File: config.mk
export PLATFORM = sky130hd
export DESIGN_NAME = u2g_back_flat
export DESIGN_NICKNAME = d
export VERILOG_FILES = /design/src/u2g_pkg.sv /design/src/u2g_stream_if.sv /design/src/u2g_back.sv /design/src/flat_wrapper.sv
export SDC_FILE = /design/constraint.sdc
export NUM_CORES = 1
export LEC_CHECK = 0
export BUFFER_PORTS_ARGS = -buffer_cell sky130_fd_sc_hd__buf_2
export CORE_AREA = 2 2 39 41
export CTS_CLUSTER_SIZE = 16
export DETAILED_ROUTE_END_ITERATION = 8
export DIE_AREA = 0 0 41 43
export SLEW_MARGIN = 10
export SYNTH_ARGS = -nofsm -noshare
export SYNTH_HDL_FRONTEND = slang
export SYNTH_SLANG_ARGS = --single-unit
File: constraint.sdc
create_clock -name clk -period 1.7 [get_ports clk]
set_input_delay 0.085 -clock clk [delete_from_list [all_inputs] [get_ports clk]]
set_output_delay 0.085 -clock clk [all_outputs]
set_load 0.1 [all_outputs]
File: src/u2g_pkg.sv
`timescale 1ns / 1ps

package u2g_pkg;

  localparam logic [7:0] ASCII_LO   = 8'h20;
  localparam logic [7:0] ASCII_HI   = 8'h7E;
  localparam logic [7:0] LEAD2_MASK = 8'hE0;
  localparam logic [7:0] LEAD2_CODE = 8'hC0;
  localparam logic [7:0] LEAD3_MASK = 8'hF0;
  localparam logic [7:0] LEAD3_CODE = 8'hE0;
  localparam logic [7:0] CONT_MASK  = 8'hC0;
  localparam logic [7:0] CONT_CODE  = 8'h80;
  localparam logic [7:0] LATIN_LO   = 8'hA0;
  localparam logic [7:0] LATIN_BASE = 8'd95;
  localparam logic [7:0] PUNCT_BASE = 8'd191;
  localparam int         NUM_PUNCT  = 8;
  localparam int         MAX_RES    = 3;

  localparam logic [15:0] PUNCT_POINTS [NUM_PUNCT] = '{
    16'h2013, 16'h2014, 16'h2015, 16'h2018,
    16'h2019, 16'h201C, 16'h201D, 16'h2026
  };

  typedef struct packed {
    logic [7:0] text_byte;
    logic       end_of_text;
  } in_word_t;

  typedef struct packed {
    logic [7:0] glyph_index;
    logic       is_glyph;
    logic [1:0] bytes_taken;
    logic       last_of_run;
  } out_word_t;

  // all results caused by one input byte; count is 1..3
  typedef struct packed {
    logic [1:0]                   count;
    out_word_t [MAX_RES-1:0]      res;
  } bundle_t;

  typedef struct packed {
    logic      done;   // 0: lead must wait for more bytes
    out_word_t res;
  } decision_t;

  // Decide on lead c with b1, b2 following; avail = bytes present from c on.
  function automatic decision_t decide(logic [7:0] c, logic [7:0] b1, logic [7:0] b2,
                                       logic [1:0] avail, logic fin);
    decision_t   d;
    logic [10:0] cp2;
    logic [15:0] cp3;
    logic        hit;
    logic [2:0]  hit_idx;
    d.done             = 1'b1;
    d.res.glyph_index  = 8'd0;
    d.res.is_glyph     = 1'b0;
    d.res.bytes_taken  = 2'd1;
    d.res.last_of_run  = 1'b0;
    cp2     = {c[4:0], b1[5:0]};
    cp3     = {c[3:0], b1[5:0], b2[5:0]};
    hit     = 1'b0;
    hit_idx = 3'd0;
    for (int i = 0; i < NUM_PUNCT; i++) begin
      if (!hit && cp3 == PUNCT_POINTS[i]) begin
        hit     = 1'b1;
        hit_idx = 3'(i);
      end
    end
    if (c >= ASCII_LO && c <= ASCII_HI) begin
      d.res.glyph_index = c - ASCII_LO;
      d.res.is_glyph    = 1'b1;
    end else if ((c & LEAD2_MASK) == LEAD2_CODE) begin
      if (avail < 2'd2 && !fin) begin
        d.done = 1'b0;
      end else if (avail >= 2'd2 && (b1 & CONT_MASK) == CONT_CODE &&
                   cp2[10:8] == 3'd0 && cp2[7:0] >= LATIN_LO) begin
        d.res.glyph_index = cp2[7:0] - LATIN_LO + LATIN_BASE;
        d.res.is_glyph    = 1'b1;
        d.res.bytes_taken = 2'd2;
      end
    end else if ((c & LEAD3_MASK) == LEAD3_CODE) begin
      if (avail < 2'd3 && !fin) begin
        d.done = 1'b0;
      end else if (avail == 2'd3 && (b1 & CONT_MASK) == CONT_CODE &&
                   (b2 & CONT_MASK) == CONT_CODE && hit) begin
        d.res.glyph_index = PUNCT_BASE + {5'd0, hit_idx};
        d.res.is_glyph    = 1'b1;
        d.res.bytes_taken = 2'd3;
      end
    end
    return d;
  endfunction

endpackage

File: src/u2g_stream_if.sv
`timescale 1ns / 1ps

interface u2g_stream_if #(parameter type payload_t = logic);
  logic     valid;
  logic     ready;
  payload_t data;

  modport source (output valid, output data, input ready);
  modport sink   (input valid, input data, output ready);
endinterface

File: src/u2g_back.sv
`timescale 1ns / 1ps

// Steps through the results of the head bundle, one word per cycle while out_ch.ready is high.
module u2g_back (
  input  logic              clk,
  input  logic              rst,
  input  logic              pop_valid,
  output logic              pop_ready,
  input  u2g_pkg::bundle_t  pop_data,
  u2g_stream_if.source      out_ch
);

  logic [1:0]          idx;
  u2g_pkg::out_word_t  cur;
  logic                out_acc;

  assign cur          = pop_data.res[idx];
  assign out_ch.valid = pop_valid;
  assign out_ch.data  = cur;
  assign out_acc      = out_ch.valid && out_ch.ready;
  assign pop_ready    = out_ch.ready && cur.last_of_run;

  always_ff @(posedge clk) begin
    if (rst) begin
      idx <= 2'd0;
    end else if (out_acc) begin
      idx <= cur.last_of_run ? 2'd0 : idx + 2'd1;
    end
  end

endmodule

File: src/flat_wrapper.sv
// flat-port wrapper written by rule: the top's interface ports become plain ports
module u2g_back_flat 
  (clk, rst, pop_valid, pop_ready, pop_data, out_ch_valid, out_ch_data, out_ch_ready);
  u2g_stream_if out_ch_i ();
  input  logic clk;
  input  logic rst;
  input  logic pop_valid;
  output logic pop_ready;
  input  u2g_pkg::bundle_t pop_data;
  output wire logic [$bits(out_ch_i.valid)-1:0] out_ch_valid;
  output wire logic [$bits(out_ch_i.data)-1:0] out_ch_data;
  input wire logic [$bits(out_ch_i.ready)-1:0] out_ch_ready;
  assign out_ch_valid = out_ch_i.valid;
  assign out_ch_data = out_ch_i.data;
  assign out_ch_i.ready = out_ch_ready;
  u2g_back u_core (.clk(clk), .rst(rst), .pop_valid(pop_valid), .pop_ready(pop_ready), .pop_data(pop_data), .out_ch(out_ch_i));
endmodule
Word level (Yosys, flattened, before mapping)
Index checks and enable logic that the tools add are counted.
{"block": "classes", "add_sub_neg": 1, "multipliers": 0, "div_mod_pow": 0, "order_cmp": 1, "eq_ne": 0, "n_shift": 0, "n_mux": 3, "bitwise": 0, "reduce_logical": 2}
{"cell": "$bmux 12 s2", "n": 1}
{"cell": "$lt 2x3->1 const B", "n": 1}
{"cell": "$add 2x1->2 const B", "n": 1}
{"cell": "$logic_and 1x1->1", "n": 2}
{"cell": "$mux 2", "n": 1}
{"cell": "$mux 1", "n": 1}
{"block": "word_totals", "reg_bits": 2, "latchBits": 0, "ramBits": 0, "rom_bits": 0, "in_bits": 42, "out_inout_bits": 3, "wordCells": 8, "mem_count": 0}

Logic depth before layout (Yosys ltp)
{"block": "logic_depth", "depth_word": 3, "ltp_mapped": 2}

Worst setup path after synthesis
OpenSTA, ideal clock, no wires.
{"block": "synth_timing", "path_kind": "register to output", "startpoint": "register u_core.idx[1]", "endpoint": "output port pop_ready", "t_arrival_ns": 2.586, "required_ns": 1.615, "path_slack_ns": -0.971, "stages_incl_launch_ff": 3, "cell_sequence": "dfxtp_1 -> mux2i_1 -> o21ai_0"}
{"block": "synth_between", "elab_chain_cells": 3}
{"item": "start, declared", "line": "u2g_back.sv:13", "text": "logic [1:0] idx;"}
{"item": "start signal, assigned", "line": "u2g_back.sv:27", "text": "idx <= cur.last_of_run ? 2'd0 : idx + 2'd1;"}
{"item": "$bmux 12 s2", "line": "u2g_back.sv:17", "text": "assign cur = pop_data.res[idx];"}
{"item": "$mux 1 (not written as such)", "line": "u2g_back.sv:17"}
{"item": "$logic_and 1x1->1", "line": "u2g_back.sv:21", "text": "assign pop_ready = out_ch.ready && cur.last_of_run;"}
{"item": "end, declared", "line": "flat_wrapper.sv:8", "text": "output logic pop_ready;"}
Every way passes these cells. The select of a mux whose other input is x is not followed.

Final worst setup path
Ends and elaborated chain as after synthesis.

==> impl_metrics.toml <==
[finish]
final_cell_mix = "sky130_fd_sc_hd__buf_2 (9), sky130_fd_sc_hd__clkbuf_4 (3), sky130_fd_sc_hd__o21ai_1 (2), sky130_fd_sc_hd__dfxtp_1 (2)"
layout_cell_area_excl_fill_um2 = 234.0
layout_top_registers = "u_core.idx x2"
most_common_cell_after_layout_fill_and_taps_aside = "sky130_fd_sc_hd__buf_2"
antenna-diode-count = 0
nNetsFinal = 72
synthToLayoutAreaGrowth_pct = 52.03
fillers = 164
layout-drive-gt1-share_pct = 46.43
max_flop_register = "u_core.idx"
largest_reg_flops = 2

[timing]
hold_viol_final = 0
setup_total_negative_slack_ns = 0
timing.max_slew.rel_slack_pct = 68.01
max_transition_viols_final = 0
fin_worst_skew_ns = 0.002406
layout_setup_ws_ns = 0.2783
holdWs_ns = 0.1217
max_freq_mhz = 703.4
grt_setup_unrepaired = "false"
setup_viol = 0
worst_pin_slew_ns = 0.4831
min_period_ns = 1.422
final_min_period_over_clock_period_pct = 83.63

[power]
power_leakage_nw = 0.1023
comb_power_share_pct = 29.8
peakVddDrop_mv = 0.1565
p_sw_mw = 0.07925
power_density_mw_per_mm2 = 946.4
pwr-share-clk_pct = 47.1
internal_power_mw = 0.1422
switching_share_pct = 35.79
share_seq_of_total_power_pct = 23.2

[yosys]
post_synth_mux_area_share_pct = 6.504
synthDistinctLibCells = 15
synth_top_cells_by_area = "sky130_fd_sc_hd__dfxtp_1 (26%), sky130_fd_sc_hd__and4bb_2 (8.1%), sky130_fd_sc_hd__mux2i_1 (6.5%)"
synth_compound_area_share_pct = 24.39
largest_family_of_logic_cells_by_synthesized_area = "simple AND/OR/NAND/NOR gates"
syn_inst = 17
yosys_register_bits = 2
synth_top_cell_area_share_pct = 26.02
yosys.area_share.xor_xnor_pct = 0
synth_seq_area_share_pct = 26.02
synth-adder-area-share_pct = 0
synthSimpleGateAreaFrac_pct = 35.77
syn-num-nets = 59
post_synth.cell_area_avg_um2 = 9.053
synth_warnings = 0
mappedNetlistArea_um2 = 153.9
yosys.area.top_type = "sky130_fd_sc_hd__dfxtp_1"

[floorplan]
core_rows = 14
fp.coreArea_mm2 = 0.001384
number_of_top_level_pins = 45
starting_utilization_of_the_core_area_pct = 11.12
dieArea_mm2 = 0.001763
chipWidth_um = 41
die_height_um = 43

[run]
cap_violations = 0

[clock_network]
ctsHoldBuffers = 0
numClockSinks = 2
cts.clk_slew.worst_paths_ns = 0.03
cts_setup_buffers = 0
tritoncts = "yes"
cts_htree_levels = 1
postcts_resize_cnt = 0
root_buffer = "sky130_fd_sc_hd__clkbuf_4"
clock_tree.buffer_depth = 2
cts_buffers = 3
insertion_delay_ns = 0.22

[worst_setup_path]
setup.worst_path.end_class = "output port"
cpMaxStageDelayCell = "sky130_fd_sc_hd__dfxtp_1"
cp_data_arrival_time_ns = 1.34
cp_data_required_time_ns = 1.62
path_cells = "mux2i_1, o21ai_1, buf_2"
crit_path_buffers_inverters = 1
critical_path_class = "reg -> out"
slowest_delay_ns = 0.38
crit_fanout = 5
critical_path.startpoint_type = "register"
path_delay_family = "flip-flops"

[min_path]
hp_class = "in -> reg"

[placement]
finalWeightedCongestion = 0.4915
port_buffers = 9
pre_cts_ws_ns = 0.5015
placed_area_um2 = 211.5

[global_route]
gr-usage-all-layers_pct = 6.124
largest_net_degree_at_the_start_of_global_routing = 9
first_pass_grt_wire_length_um = 579
via_count_of_the_first_global_routing_pass = 158
initial_antenna_violation_count = 0
grt-ovfl-total = 0

[route]
ant_nets = 0
detail_route.iter0.violations = 1
drt_drc_violations_left = 0
total_wirelength_um = 397
drtPass1Iterations = 3
via_per_inst = 4.045
detailroute.via_count = 178
detail_route.wl_per_cell_um = 9.023

[run_status]
status = "complete, no violations"
-- power groups by stage --
stage / Sequential, mW / Clock (mW) / Combinational (mW)
final: 0.0513 / 0.104 / 0.0659
after detailed placement: 0.0519 / 0 / 0.0662
after floorplan: 0.0511 / 0 / 0.0514
after global routing: 0.0517 / 0.123 / 0.0694
after global placement: 0.0518 / 0 / 0.0659
after CTS: 0.0513 / 0.112 / 0.0664
-- layer usage --
metal	up-vias	global-route usage [%]	routed length (um)
li1	91	-	-
met5	-	0	0
met2	7	7.500	195
met1	80	4.180	172
met4	0	12.00	0
met3	0	3.141	30
-- synth_stat cells --
| cell type | number |
|---|---|
| sky130_fd_sc_hd__a22o_1 | 1 |
| sky130_fd_sc_hd__and4bb_2 | 1 |
| sky130_fd_sc_hd__buf_4 | 1 |
| sky130_fd_sc_hd__dfxtp_1 | 2 |
| sky130_fd_sc_hd__inv_1 | 1 |
| sky130_fd_sc_hd__mux2i_1 | 1 |
| sky130_fd_sc_hd__nand2_1 | 1 |
| sky130_fd_sc_hd__nand2b_1 | 1 |
| sky130_fd_sc_hd__nand3b_1 | 1 |
| sky130_fd_sc_hd__nand4b_1 | 1 |
| sky130_fd_sc_hd__nor2b_1 | 1 |
| sky130_fd_sc_hd__o211a_1 | 1 |
| sky130_fd_sc_hd__o21ai_0 | 2 |
| sky130_fd_sc_hd__o32ai_1 | 1 |
| sky130_fd_sc_hd__or4b_1 | 1 |
-- per-stage QoR --
| step | power, mW | std cells | utilization (%) |
|---|---|---|---|
| after floorplan | 0.1025 | 17 | - |
| after global placement | 0.1177 | 41 | 15.28 |
| after detailed placement | 0.1181 | 41 | 15.28 |
| after CTS | 0.2299 | 44 | 16.91 |
| after global routing | 0.2439 | 44 | 16.91 |
| final | 0.2214 | 44 | 16.91 |
-- final cells by class --
cell class / count / area [um^2] / area share (%)
clock buffers: 3 / 22.52 / 9.626
inverters: 1 / 3.754 / 1.604
multi-input cells: 13 / 102.6 / 43.85
flip-flops and latches: 2 / 40.04 / 17.11
well taps: 16 / 20.02 / 8.556
repair buffers: 9 / 45.04 / 19.25
-- worst paths after layout --
path	depth (start not counted)	startpoint	slack, ns	endpoint
max	3	u_core.idx[1]	0.28	pop_ready
min	2	rst	0.12	u_core.idx[1]
max reg2reg	2	u_core.idx[0]	0.59	u_core.idx[1]
min reg2reg	2	u_core.idx[1]	0.53	u_core.idx[1]
-- kinds of logic after synthesis --
logic type	count (synthesis)
muxes	1
and+or+nand+nor	7
AOI/OAI and AO/OA	5
buffers and inverters	2
DFF	2
Note: power is estimated with default switching activity, not from simulation.
