`config.mk`:
```
export PLATFORM = sky130hd
export DESIGN_NAME = u2g_queue
export DESIGN_NICKNAME = d
export VERILOG_FILES = /design/src/u2g_pkg.sv /design/src/u2g_queue.sv
export SDC_FILE = /design/constraint.sdc
export NUM_CORES = 1
export LEC_CHECK = 0
export BUFFER_PORTS_ARGS = -buffer_cell sky130_fd_sc_hd__buf_2
export CORE_MARGIN = 5
export CORE_UTILIZATION = 60
export CTS_CLUSTER_DIAMETER = 100
export DETAILED_ROUTE_END_ITERATION = 6
export GPL_TIMING_DRIVEN = 0
export PLACE_DENSITY = 0.79
export SLEW_MARGIN = 30
export SYNTH_ARGS = -nofsm -noshare
export SYNTH_HDL_FRONTEND = slang
export SYNTH_SLANG_ARGS = --single-unit
export TNS_END_PERCENT = 20
```
`constraint.sdc`:
```
create_clock -name clk -period 4.3 [get_ports clk]
set_clock_uncertainty 0.15 [all_clocks]
set_input_delay 0.43 -clock clk [delete_from_list [all_inputs] [get_ports clk]]
set_output_delay 0.43 -clock clk [all_outputs]
set_load 0.02 [all_outputs]
```
`src/u2g_pkg.sv`:
```
`timescale 1ns / 1ps

package u2g_pkg;

  localparam logic [7:0] ASCII_LO   = 8'h20;
  localparam logic [7:0] ASCII_HI   = 8'h7E;
  localparam logic [7:0] LEAD2_MASK = 8'hE0;
  localparam logic [7:0] LEAD2_CODE = 8'hC0;
  localparam logic [7:0] LEAD3_MASK = 8'hF0;
  localparam logic [7:0] LEAD3_CODE = 8'hE0;
  localparam logic [7:0] CONT_MASK  = 8'hC0;
  localparam logic [7:0] CONT_CODE  = 8'h80;
  localparam logic [7:0] LATIN_LO   = 8'hA0;
  localparam logic [7:0] LATIN_BASE = 8'd95;
  localparam logic [7:0] PUNCT_BASE = 8'd191;
  localparam int         NUM_PUNCT  = 8;
  localparam int         MAX_RES    = 3;

  localparam logic [15:0] PUNCT_POINTS [NUM_PUNCT] = '{
    16'h2013, 16'h2014, 16'h2015, 16'h2018,
    16'h2019, 16'h201C, 16'h201D, 16'h2026
  };

  typedef struct packed {
    logic [7:0] text_byte;
    logic       end_of_text;
  } in_word_t;

  typedef struct packed {
    logic [7:0] glyph_index;
    logic       is_glyph;
    logic [1:0] bytes_taken;
    logic       last_of_run;
  } out_word_t;

  // all results caused by one input byte; count is 1..3
  typedef struct packed {
    logic [1:0]                   count;
    out_word_t [MAX_RES-1:0]      res;
  } bundle_t;

  typedef struct packed {
    logic      done;   // 0: lead must wait for more bytes
    out_word_t res;
  } decision_t;

  // Decide on lead c with b1, b2 following; avail = bytes present from c on.
  function automatic decision_t decide(logic [7:0] c, logic [7:0] b1, logic [7:0] b2,
                                       logic [1:0] avail, logic fin);
    decision_t   d;
    logic [10:0] cp2;
    logic [15:0] cp3;
    logic        hit;
    logic [2:0]  hit_idx;
    d.done             = 1'b1;
    d.res.glyph_index  = 8'd0;
    d.res.is_glyph     = 1'b0;
    d.res.bytes_taken  = 2'd1;
    d.res.last_of_run  = 1'b0;
    cp2     = {c[4:0], b1[5:0]};
    cp3     = {c[3:0], b1[5:0], b2[5:0]};
    hit     = 1'b0;
    hit_idx = 3'd0;
    for (int i = 0; i < NUM_PUNCT; i++) begin
      if (!hit && cp3 == PUNCT_POINTS[i]) begin
        hit     = 1'b1;
        hit_idx = 3'(i);
      end
    end
    if (c >= ASCII_LO && c <= ASCII_HI) begin
      d.res.glyph_index = c - ASCII_LO;
      d.res.is_glyph    = 1'b1;
    end else if ((c & LEAD2_MASK) == LEAD2_CODE) begin
      if (avail < 2'd2 && !fin) begin
        d.done = 1'b0;
      end else if (avail >= 2'd2 && (b1 & CONT_MASK) == CONT_CODE &&
                   cp2[10:8] == 3'd0 && cp2[7:0] >= LATIN_LO) begin
        d.res.glyph_index = cp2[7:0] - LATIN_LO + LATIN_BASE;
        d.res.is_glyph    = 1'b1;
        d.res.bytes_taken = 2'd2;
      end
    end else if ((c & LEAD3_MASK) == LEAD3_CODE) begin
      if (avail < 2'd3 && !fin) begin
        d.done = 1'b0;
      end else if (avail == 2'd3 && (b1 & CONT_MASK) == CONT_CODE &&
                   (b2 & CONT_MASK) == CONT_CODE && hit) begin
        d.res.glyph_index = PUNCT_BASE + {5'd0, hit_idx};
        d.res.is_glyph    = 1'b1;
        d.res.bytes_taken = 2'd3;
      end
    end
    return d;
  endfunction

endpackage

```
`src/u2g_queue.sv`:
```
`timescale 1ns / 1ps

// Small bundle queue between front and back.
module u2g_queue #(
  parameter int DEPTH = 4
) (
  input  logic              clk,
  input  logic              rst,
  input  logic              push_valid,
  output logic              push_ready,
  input  u2g_pkg::bundle_t  push_data,
  output logic              pop_valid,
  input  logic              pop_ready,
  output u2g_pkg::bundle_t  pop_data
);

  localparam int PTR_W = (DEPTH > 1) ? $clog2(DEPTH) : 1;
  localparam int CNT_W = $clog2(DEPTH + 1);

  u2g_pkg::bundle_t  mem [DEPTH];
  logic [PTR_W-1:0]  wr_ptr;
  logic [PTR_W-1:0]  rd_ptr;
  logic [CNT_W-1:0]  fill;
  logic              do_push;
  logic              do_pop;

  assign push_ready = (fill != CNT_W'(DEPTH));
  assign pop_valid  = (fill != '0);
  assign pop_data   = mem[rd_ptr];
  assign do_push    = push_valid && push_ready;
  assign do_pop     = pop_valid && pop_ready;

  always_ff @(posedge clk) begin
    if (do_push) begin
      mem[wr_ptr] <= push_data;
    end
  end

  always_ff @(posedge clk) begin
    if (rst) begin
      wr_ptr <= '0;
      rd_ptr <= '0;
      fill   <= '0;
    end else begin
      if (do_push) begin
        wr_ptr <= (wr_ptr == PTR_W'(DEPTH - 1)) ? '0 : wr_ptr + PTR_W'(1);
      end
      if (do_pop) begin
        rd_ptr <= (rd_ptr == PTR_W'(DEPTH - 1)) ? '0 : rd_ptr + PTR_W'(1);
      end
      if (do_push && !do_pop) begin
        fill <= fill + CNT_W'(1);
      end else if (do_pop && !do_push) begin
        fill <= fill - CNT_W'(1);
      end
    end
  end

endmodule

```
After elaboration in Yosys (flattened, before gate mapping)
Memory sizes are Yosys's and may differ from the RTL's. A register that Yosys moved wholly into a read port is not among the register bits.
Index checks and enable logic that the tools add are counted.
{"block": "word_totals", "elab_cells": 27, "inputBits": 42, "output_inout_bits": 40, "n_memories": 1, "regBits": 7, "ram_bits": 152}
{"block": "op_classes", "n_mux": 8, "eq_ne": 3, "reduce_logical": 8, "add_sub_neg": 4}
{"memory": "mem", "depth": 4, "word_bits": 38, "read_ports": 1, "rd_clocked_by_memory_dff": 1, "write_ports": 1, "line": "u2g_queue.sv:20", "rtl": "u2g_pkg::bundle_t mem [DEPTH];"}
{"operator": "two-way mux 2 bit", "n": 4}
{"operator": "two-way mux 3 bit", "n": 2}
{"operator": "adder 2 x 1 -> 2 bit, second input constant", "n": 2}
{"operator": "== test 2 bit, second input constant", "n": 2}
{"operator": "logical AND 1 bit", "n": 4}
{"operator": "adder 3 x 1 -> 3 bit, second input constant", "n": 1}
{"operator": "!= test 3 bit, second input constant", "n": 1}
{"operator": "nonzero test 3 bit", "n": 1}
{"operator": "subtractor 3 x 1 -> 3 bit, second input constant", "n": 1}
{"operator": "logical NOT 1 bit", "n": 2}
{"operator": "two-way mux 1 bit", "n": 2}
{"operator": "nonzero test 2 bit", "n": 1}

Logic depth before layout (Yosys ltp)
{"block": "depth", "depth_word": 6, "mapped_depth": 9, "mapped_depth_nobuf": 8}

Worst setup path after synthesis
OpenSTA, ideal clock, no wires.
{"block": "synth_path", "path_kind": "register to register", "startpoint": "reg fill[0]", "endpoint": "reg fill[2]", "path_stages_with_launch": 10, "setup_slack_ps": 1910, "arrival_time_ps": 2170, "setup_ps": 70, "n_path_buf": 1, "period_less_slack_ps": 2390, "t_required_ps": 4080, "cell_sequence": "dfxtp_1 or3b_1 clkbuf_2 and2_4 ha_1 inv_1 fa_1 xor2_1 or3_2 a21oi_1"}
{"block": "synth_between", "elab_chain_cells": 5, "word_cells_on_any_way": 13, "classes_between": "2 x add/sub; 1 x eq/ne; 2 x mux; 8 x reduce/logical"}
{"item": "start, declared", "line": "u2g_queue.sv:23", "rtl": "logic [CNT_W-1:0] fill;"}
{"item": "start signal, assigned", "line": "u2g_queue.sv:52", "rtl": "fill <= fill + CNT_W'(1);"}
{"item": "start signal, assigned", "line": "u2g_queue.sv:54", "rtl": "fill <= fill - CNT_W'(1);"}
{"item": "!= test 3 bit (*)", "line": "u2g_queue.sv:27", "rtl": "assign push_ready = (fill != CNT_W'(DEPTH));"}
{"item": "named net push_ready", "line": "u2g_queue.sv:10", "rtl": "output logic push_ready,"}
{"item": "logical AND 1 bit (*)", "line": "u2g_queue.sv:30", "rtl": "assign do_push = push_valid && push_ready;"}
{"item": "named net do_push", "line": "u2g_queue.sv:24", "rtl": "logic do_push;"}
{"item": "logical NOT 1 bit", "line": "u2g_queue.sv:53", "rtl": "end else if (do_pop && !do_push) begin"}
{"item": "logical AND 1 bit", "line": "u2g_queue.sv:53"}
{"item": "nonzero test 2 bit (no line)"}
Mark *: on every way through the listed nets, which the timed path passes. The rest lies on a longest branch. The select of a mux whose other input is x is not followed.
A chain may end at the register's enable or synchronous reset.

==> impl_results.md <==
- Status: completed
- Worst reg-to-reg path cell count: 7
- Power Density: 590 nW/um^2
- Core area: ~9700 sq um
- Final period utilization: around two thirds
- Setup Buffers After CTS: 0
- Critical Path RT: 3.72 ns
- CTS clk-pin slew, worst paths: approximately 0.060 ns
- First DRT Iteration DRCs: 140
- Drt total wl: approximately 11000 um
- Post-synthesis async set-or-reset flop share: 0%
- Worst hold-check path type: in2reg
- ANT nets after route: 0
- Worst Path Max Fanout: 10
- Worst r2r src: fill[0]$_SDFFE_PP0P_
- Layout Nets: ~430
- DRT Pass-1 Iters: 4
- Synth Cell Area: between 5000 and 6000 sq um
- Leading post-synthesis cells by cell area: edfxtp_1, mux4_2, dfxtp_1
- Worst slew pin tran: between 0.6 and 0.7 ns
- CTS Buffer Depth: 2
- Final hold violation count: 0
- Worst-path cell chain: clkbuf_1 > buf_2 > mux4_2 > buf_2
- Diode count: 0
- Die H: roughly 110 um
- CP max stage delay: about 0.50 ns
- Peak VDD IR: between 0.4 and 0.5 mV
- Flops & latches, synth: ~160
- Std-Cell Rows: 36
- Initial antenna violation count: 0
- Area leader, netlist: edfxtp_1
- GPL Wtd Cong: around 0.71
- Synthesis-to-layout area growth: 26.0%
- Syn Inst Count: ~250
- Mapped Avg Cell Area: 24.2 sq um
- Levels on crit path: 4
- Clock latency on the worst-skew pair: around 0.52 ns
- WP data arrival: between 2 and 2.5 ns
- Critical Path Most Common Cell: buf_2
- Leak: 2.61 nW
- Syn_nets: between 200 and 300
- CTS tree: built
- Layout fillers: between 500 and 600
- Worst Hold Depth: 3
- Total clock sinks: 161
- Total Die Area: roughly 12000 sq um
- CP delay by family, top: buffers and inverters
- RSZ-0062 raised after global routing: false
- Worst Min Path Start: push_valid
- Vias per inst: around 5.5
- Initial cell density of the core: ~61%
- First-pass GRT wire length: 17000 um
- Slew headroom: 56.9%
- Via count: 2908
- H-tree depth: 4
- EDFF count, synth: 152
- Total negative slack: 0 ns
- I/O pin count: ~80
- HPWL after detailed placement: 6210 um
- CTS Buf Count: 17
- Drt drc: 0
- Yosys warning count: 0
- Crit-path slowest cell: clkbuf_1
- Tot Pwr: about 4.4 mW
- GR Util All Layers: 20.1%
- WL/cell: between 20 and 25 um
- Synth top area share: 76.7%
- Max Slew Vio Count: 0
- Largest net degree at the start of global routing: 39
- DIE WIDTH: 110 um
- Crit path time final: between 2 and 3 ns
- Critical Path End Type: output port
- Share of layout cells above drive strength 1: roughly two fifths
- Setup crit start kind: flop
- Port Buf Inserts: 80
- Vias in the first global route: around 3200
- Most frequent cell after synthesis: edfxtp_1
- Count of cell types in the netlist: 26
- Final global-route overflow total: 0
- WP buf/inv: 3
- Fmax achieved: 345 MHz
- CP Class: reg2out
- Number of max-cap violations: 0
- Ys flop type: edfxtp_1
- Sequential area share after synthesis: roughly four fifths
- Final setup violation count: 0
- Synth cell count leaders: edfxtp_1, mux4_2, dfxtp_1
- CTS root buffer: clkbuf_8
==> registers in the layout (all words and copies together) (netlist names), named ones only <==
| name | flops |
|---|---|
| wr_ptr | 2 |
| rd_ptr | 2 |
| fill | 3 |
| mem | 152 |
==> what timing repair did <==
| item | CTS | global route |
|---|---|---|
| hold buffers | 38 | 0 |
| setup endpoints to repair | 0 | 0 |
| resized for setup | 0 | 0 |
| endpoints found under the hold margin | 152 | 0 |
==> metal layers <==
metal	up-vias	global-route usage [%]	routed length, um
li1	1313	-	-
met2	102	33.0	5770
met5	-	0	0
met3	15	5.05	628
met4	0	9.08	179
met1	1478	25.6	4270
==> layout make-up <==
class	instances	area, sq um	share of cell area, %
tap	133	166	2.22
buffer	10	53.8	0.718
sequential	161	4740	63.3
clock inverter	13	161	2.15
multi-input combinational	72	1150	15.4
clock buffer	19	422	5.63
inverter	3	11.3	0.150
timing repair buffer	118	781	10.4
==> worst register-to-register path, cell delays in order, from the launching register on <==
cell	delay [ns]
dfxtp_1	0.36
o31ai_1	0.49
ha_1	0.29
inv_1	0.06
fa_1	0.38
xor2_1	0.18
or3_2	0.41
a21oi_1	0.14
==> per-stage QoR <==
| step | worst slack [ns] | util [%] | area, sq um | hold WS [ns] | std cells |
|---|---|---|---|---|---|
| after floorplan | 1.91 | - | 5950 | 0.313 | 246 |
| after global placement | 1.81 | 67.0 | 6520 | 0.335 | 459 |
| after detailed placement | 1.77 | 67.1 | 6530 | 0.343 | 459 |
| after CTS | 1.38 | 77.0 | 7490 | 0.0672 | 529 |
| after global routing | 1.27 | 77.0 | 7490 | 0.0937 | 529 |
| final | 1.40 | 77.0 | 7490 | 0.0856 | 529 |
==> kinds of logic after synthesis <==
| family | count (synthesis) | share of synthesized area, % |
|---|---|---|
| XOR/XNOR | 2 | 0.294 |
| adder cells (fa/ha/maj) | 7 | 1.60 |
| multiplexers | 41 | 14.9 |
| flip-flops | 161 | 79.7 |
| buffers and inverters | 13 | 1.09 |
| AND/OR/NAND/NOR | 17 | 1.79 |
| AO/OA/AOI/OAI | 5 | 0.589 |
==> power by group <==
group	switching, mW	leakage (nW)	internal, mW
clock	0.581	0.282	0.886
sequential	0.0567	1.47	1.90
combinational	0.567	0.859	0.428
total	1.20	2.61	3.22
==> worst paths after layout <==
path | end | slack, ns
min | wr_ptr[0]$_SDFFE_PP0P_ | 0.09
max | pop_data[11] | 1.40
max reg2reg | fill[2]$_SDFFE_PP0P_ | 1.77
min reg2reg | rd_ptr[0]$_SDFFE_PP0P_ | 0.35
==> cell usage in the layout (no fill, tap or decap), types with 2 or more instances in the layout <==
master / netlist / final
xor2_1: 2 / 2
buf_2: 3 / 83
mux2i_1: 3 / 3
clkbuf_1: 3 / 5
mux4_2: 38 / 38
and3_4: 0 / 4
edfxtp_1: 152 / 152
dlygate4sd3_1: 0 / 38
nand2b_1: 2 / 2
bufinv_16: 0 / 3
nor2_1: 3 / 3
clkinvlp_4: 0 / 2
or3_2: 2 / 2
clkbuf_16: 0 / 16
dfxtp_1: 9 / 9
clkinv_4: 0 / 2
a21oi_1: 2 / 2
clkinv_2: 0 / 3
buf_4: 3 / 3
ha_1: 6 / 6
inv_1: 3 / 3
Note: power is estimated with default switching activity, not from simulation.
